### src/rtl/clg_queue.sv
// Two-entry request queue between the front end and the back end.
`timescale 1ns / 1ps
module clg_queue #(
  parameter type job_t = logic
) (
  input  logic clk,
  input  logic rst_n,
  input  logic push_valid,
  output logic push_ready,
  input  job_t push_data,
  output logic pop_valid,
  input  logic pop_ready,
  output job_t pop_data
);

  job_t       slot_r [2];
  logic       wr_ptr_r, wr_ptr_nxt;
  logic       rd_ptr_r, rd_ptr_nxt;
  logic [1:0] count_r, count_nxt;
  logic       do_push, do_pop;

  assign push_ready = (count_r != 2'd2);
  assign pop_valid  = (count_r != 2'd0);
  assign pop_data   = slot_r[rd_ptr_r];
  assign do_push    = push_valid && push_ready;
  assign do_pop     = pop_valid && pop_ready;

  always_comb begin
    wr_ptr_nxt = do_push ? ~wr_ptr_r : wr_ptr_r;
    rd_ptr_nxt = do_pop ? ~rd_ptr_r : rd_ptr_r;
    count_nxt  = count_r + {1'b0, do_push} - {1'b0, do_pop};
  end

  always_ff @(posedge clk) begin
    if (!rst_n) begin
      wr_ptr_r <= 1'b0;
      rd_ptr_r <= 1'b0;
      count_r  <= 2'd0;
    end else begin
      wr_ptr_r <= wr_ptr_nxt;
      rd_ptr_r <= rd_ptr_nxt;
      count_r  <= count_nxt;
    end
  end

  always_ff @(posedge clk) begin
    if (do_push) begin
      slot_r[wr_ptr_r] <= push_data;
    end
  end

endmodule

### config.mk
export PLATFORM = sky130hd
export DESIGN_NAME = clg_queue
export DESIGN_NICKNAME = d
export VERILOG_FILES = /design/src/rtl/clg_queue.sv
export SDC_FILE = /design/constraint.sdc
export NUM_CORES = 1
export LEC_CHECK = 0
export ABC_AREA = 1
export BUFFER_PORTS_ARGS = -buffer_cell sky130_fd_sc_hd__buf_2
export CAP_MARGIN = 10
export CORE_AREA = 5 5 42 44
export DETAILED_ROUTE_END_ITERATION = 10
export DIE_AREA = 0 0 47 49
export HOLD_SLACK_MARGIN = 0.12
export SLEW_MARGIN = 20
export SYNTH_ARGS = -nofsm -noshare
export SYNTH_HDL_FRONTEND = slang
export SYNTH_SLANG_ARGS = --single-unit
export TNS_END_PERCENT = 10
### constraint.sdc
create_clock -name clk -period 1.4 [get_ports clk]
set_input_delay 0.07 -clock clk [delete_from_list [all_inputs] [get_ports clk]]
set_output_delay 0.07 -clock clk [all_outputs]
set_load 0.01 [all_outputs]
==> flow_metrics.env <==
export IMPL_antenna_cells=0
export IMPL_place_congestion=0.797
export IMPL_synth_cell_types=10
export IMPL_start_util_pct=22.7
export IMPL_io_buffers=7
export IMPL_crit_chain="inv_2 > nand2_2 > nand2_2 > ha_4 > inv_2 > ha_4 > inv_2 > nand2_2 > a21oi_2 > nor2_1"
export IMPL_cts_num_sinks=7
export IMPL_antenna_found_initial=0
export IMPL_drive_above_1_share_pct=49.1
export IMPL_whs_path_depth=4
export IMPL_crit_path_start_kind="flip-flop"
export IMPL_crit_required_ns=1.54
export IMPL_switching_share_pct=37.2
export IMPL_core_mm2=0.00140
export IMPL_dieArea_mm2=0.00230
export IMPL_overflow=0
export IMPL_dp_slack_ns=-0.0199
export IMPL_pwr_share_clk_pct=18.5
export IMPL_drt_iter0_markers=8
export IMPL_grt_usage_pct=5.59
export IMPL_fin_tns_setup_ns=0
export IMPL_critical_path_class="reg2reg"
export IMPL_cts_tree="yes"
export IMPL_avgSynthCellArea_um2=7.95
export IMPL_worstHoldPathType="in2reg"
export IMPL_power_share_sequential_pct=35.4
export IMPL_hp_start="pop_ready"
export IMPL_layout_common_cells="buf_2, nor2_1, inv_1, nand2_1, nand2_2"
export IMPL_slew_viol_final=0
export IMPL_worst_setup_path_end_kind="flip-flop"
export IMPL_p_leak_nw=0.226
export IMPL_die_h_um=49
export IMPL_fin_skew_ns=0.00169
export IMPL_path_max_fanout=3
export IMPL_max_clock_freq_ghz=0.729
export IMPL_root_buffer="clkbuf_4"
export IMPL_r2r_cells=10
export IMPL_slew_headroom_pct=90.3
export IMPL_post_cts_setup_buffers=0
export IMPL_synth_seq_cells=7
export IMPL_crit_arrival_ns=1.51
export IMPL_dr_pass1_iters=4
export IMPL_layout_commonest_cell="buf_2"
export IMPL_num_rows=14
export IMPL_worstMarginPinSlew_ns=0.146
export IMPL_wl_per_cell_um=8.44
export IMPL_area_delta_synth_final_pct=53.5
export IMPL_viasPerCell=4.10
export IMPL_outcome="finished, final reports clean"
export IMPL_ys_warn_count=0
export IMPL_r2r_slack_ns=0.03
export IMPL_grt_start_max_net_pins=5
export IMPL_fin_ws_ns=0.0291
export IMPL_cts_buffer_depth=2
export IMPL_synth_nets=47
export IMPL_max_cap_viol_count=0
export IMPL_whs_ns=0.143
export IMPL_grt_pass1_vias=251
export IMPL_htreeDepth=1
export IMPL_max_stage_delay_ns=0.37
export IMPL_netlist_area_um2=318
export IMPL_drc=0
export IMPL_setup_viol=0
export IMPL_clk_pin_slew_ns=0.05
export IMPL_yosysSeqAreaShare_pct=50.4
export IMPL_worst_ir_drop_vdd_v=0.000691
export IMPL_grt_pass1_wl_um=883
export IMPL_io_pins=8
export IMPL_nets=63
export IMPL_r2r_end="count_r[1]"
export IMPL_vias=291
export IMPL_power_switching_w=0.000355
export IMPL_hpwl_um=435
export IMPL_cts_made_buffers=3
export IMPL_fin_crit_ns=1.37
export IMPL_slowest_stage="dfxtp_4"
export IMPL_r2r_start="count_r[0]"
export IMPL_power_density_mw_per_mm2=1960
export IMPL_rsz0062_at_grt="true"
export IMPL_totalWireLength_um=599
export IMPL_ant_nets=0
export IMPL_die_w_um=47
export IMPL_final_hold_viol_count=0
export IMPL_clk_latency_ns=0.25
export IMPL_p_comb_share_pct=46.1
export IMPL_fin_crit_sh_pct=97.9
export IMPL_syn_inst=40
export IMPL_intPower_w=0.000600
## synth_stat cells (all sizes together)
cell	number	area share, %
nor2	8	10
dfxtp	5	31
inv	8	9.4
a21oi	2	3.1
ha	2	7.9
edfxtp	2	19
nand2	9	11
nand3	3	4.7
mux2	1	3.5
## how the worst max path moves through the flow
stage | startpoint | cells after the start | slack (ns) | endpoint
floorplan | count_r[0] | 10 | 0.02 | count_r[1]
global placement | count_r[1] | 9 | 0.003 | count_r[1]
detailed placement | count_r[0] | 10 | -0.02 | count_r[1]
CTS | count_r[1] | 8 | 0.002 | count_r[1]
global route | count_r[0] | 11 | -0.06 | count_r[1]
finish | count_r[0] | 10 | 0.03 | count_r[1]
## metal layers
metal / routed length, µm / vias to the layer above / GRT usage (%) / share of wire [%]
met1: 240 / 131 / 5.13 / 40
met3: 47 / 0 / 6.27 / 7.8
met5: 0 / - / 0 / 0
li1: - / 152 / - / -
met2: 311 / 8 / 8.14 / 52
met4: 0 / 0 / 1.38 / 0
## cell type report
type / count / area, µm²
sequential: 7 / 165
clock buffer: 4 / 26.3
multi-input combinational: 25 / 174
fill: 155 / 913
inverter: 8 / 30.0
tap: 16 / 20.0
timing repair buffer: 11 / 72.6
## power groups by stage
stage / Clock (W) / Combinational [W] / Sequential, W
finish: 0.000177 / 0.000440 / 0.000338
global placement: 0 / 0.000333 / 0.000313
detailed placement: 0 / 0.000338 / 0.000317
global route: 0.000198 / 0.000503 / 0.000343
CTS: 0.000185 / 0.000353 / 0.000315
floorplan: 0 / 0.000241 / 0.000308
## critical path: cells and delay by family (launching register included)
family	cells	cell delay [ns]
adder cells (fa/ha/maj)	2	0.41
flip-flops	1	0.37
AND/OR/NAND/NOR	4	0.25
buffers and inverters	3	0.13
AO/OA/AOI/OAI	1	0.11
## per-stage QoR
stage	area [µm²]	utilization [%]	power [W]	std cells
2_1_floorplan	324	-	0.000549	40
3_3_place_gp	387	27.6	0.000647	64
3_5_place_dp	387	27.6	0.000654	64
4_1_cts	445	31.8	0.000853	71
5_1_grt	488	34.8	0.00104	71
6_report	488	34.8	0.000954	71
## kinds of logic after synthesis
kind of cell,share of synthesized area (%)
adders and majority gates,7.87
AOI/OAI and AO/OA,3.15
DFF,50.4
muxes,3.54
and+or+nand+nor,25.6
buffers and inverters,9.45
## repair_timing
action / CTS / global route
gates cloned: 0 / 0
gates resized for setup: 1 / 12
pin swaps: 1 / 5
endpoints found under the hold margin: 7 / 0
endpoints found under the setup margin: 1 / 1
hold buffers: 3 / 0
Power figures use the tool's default switching activity.
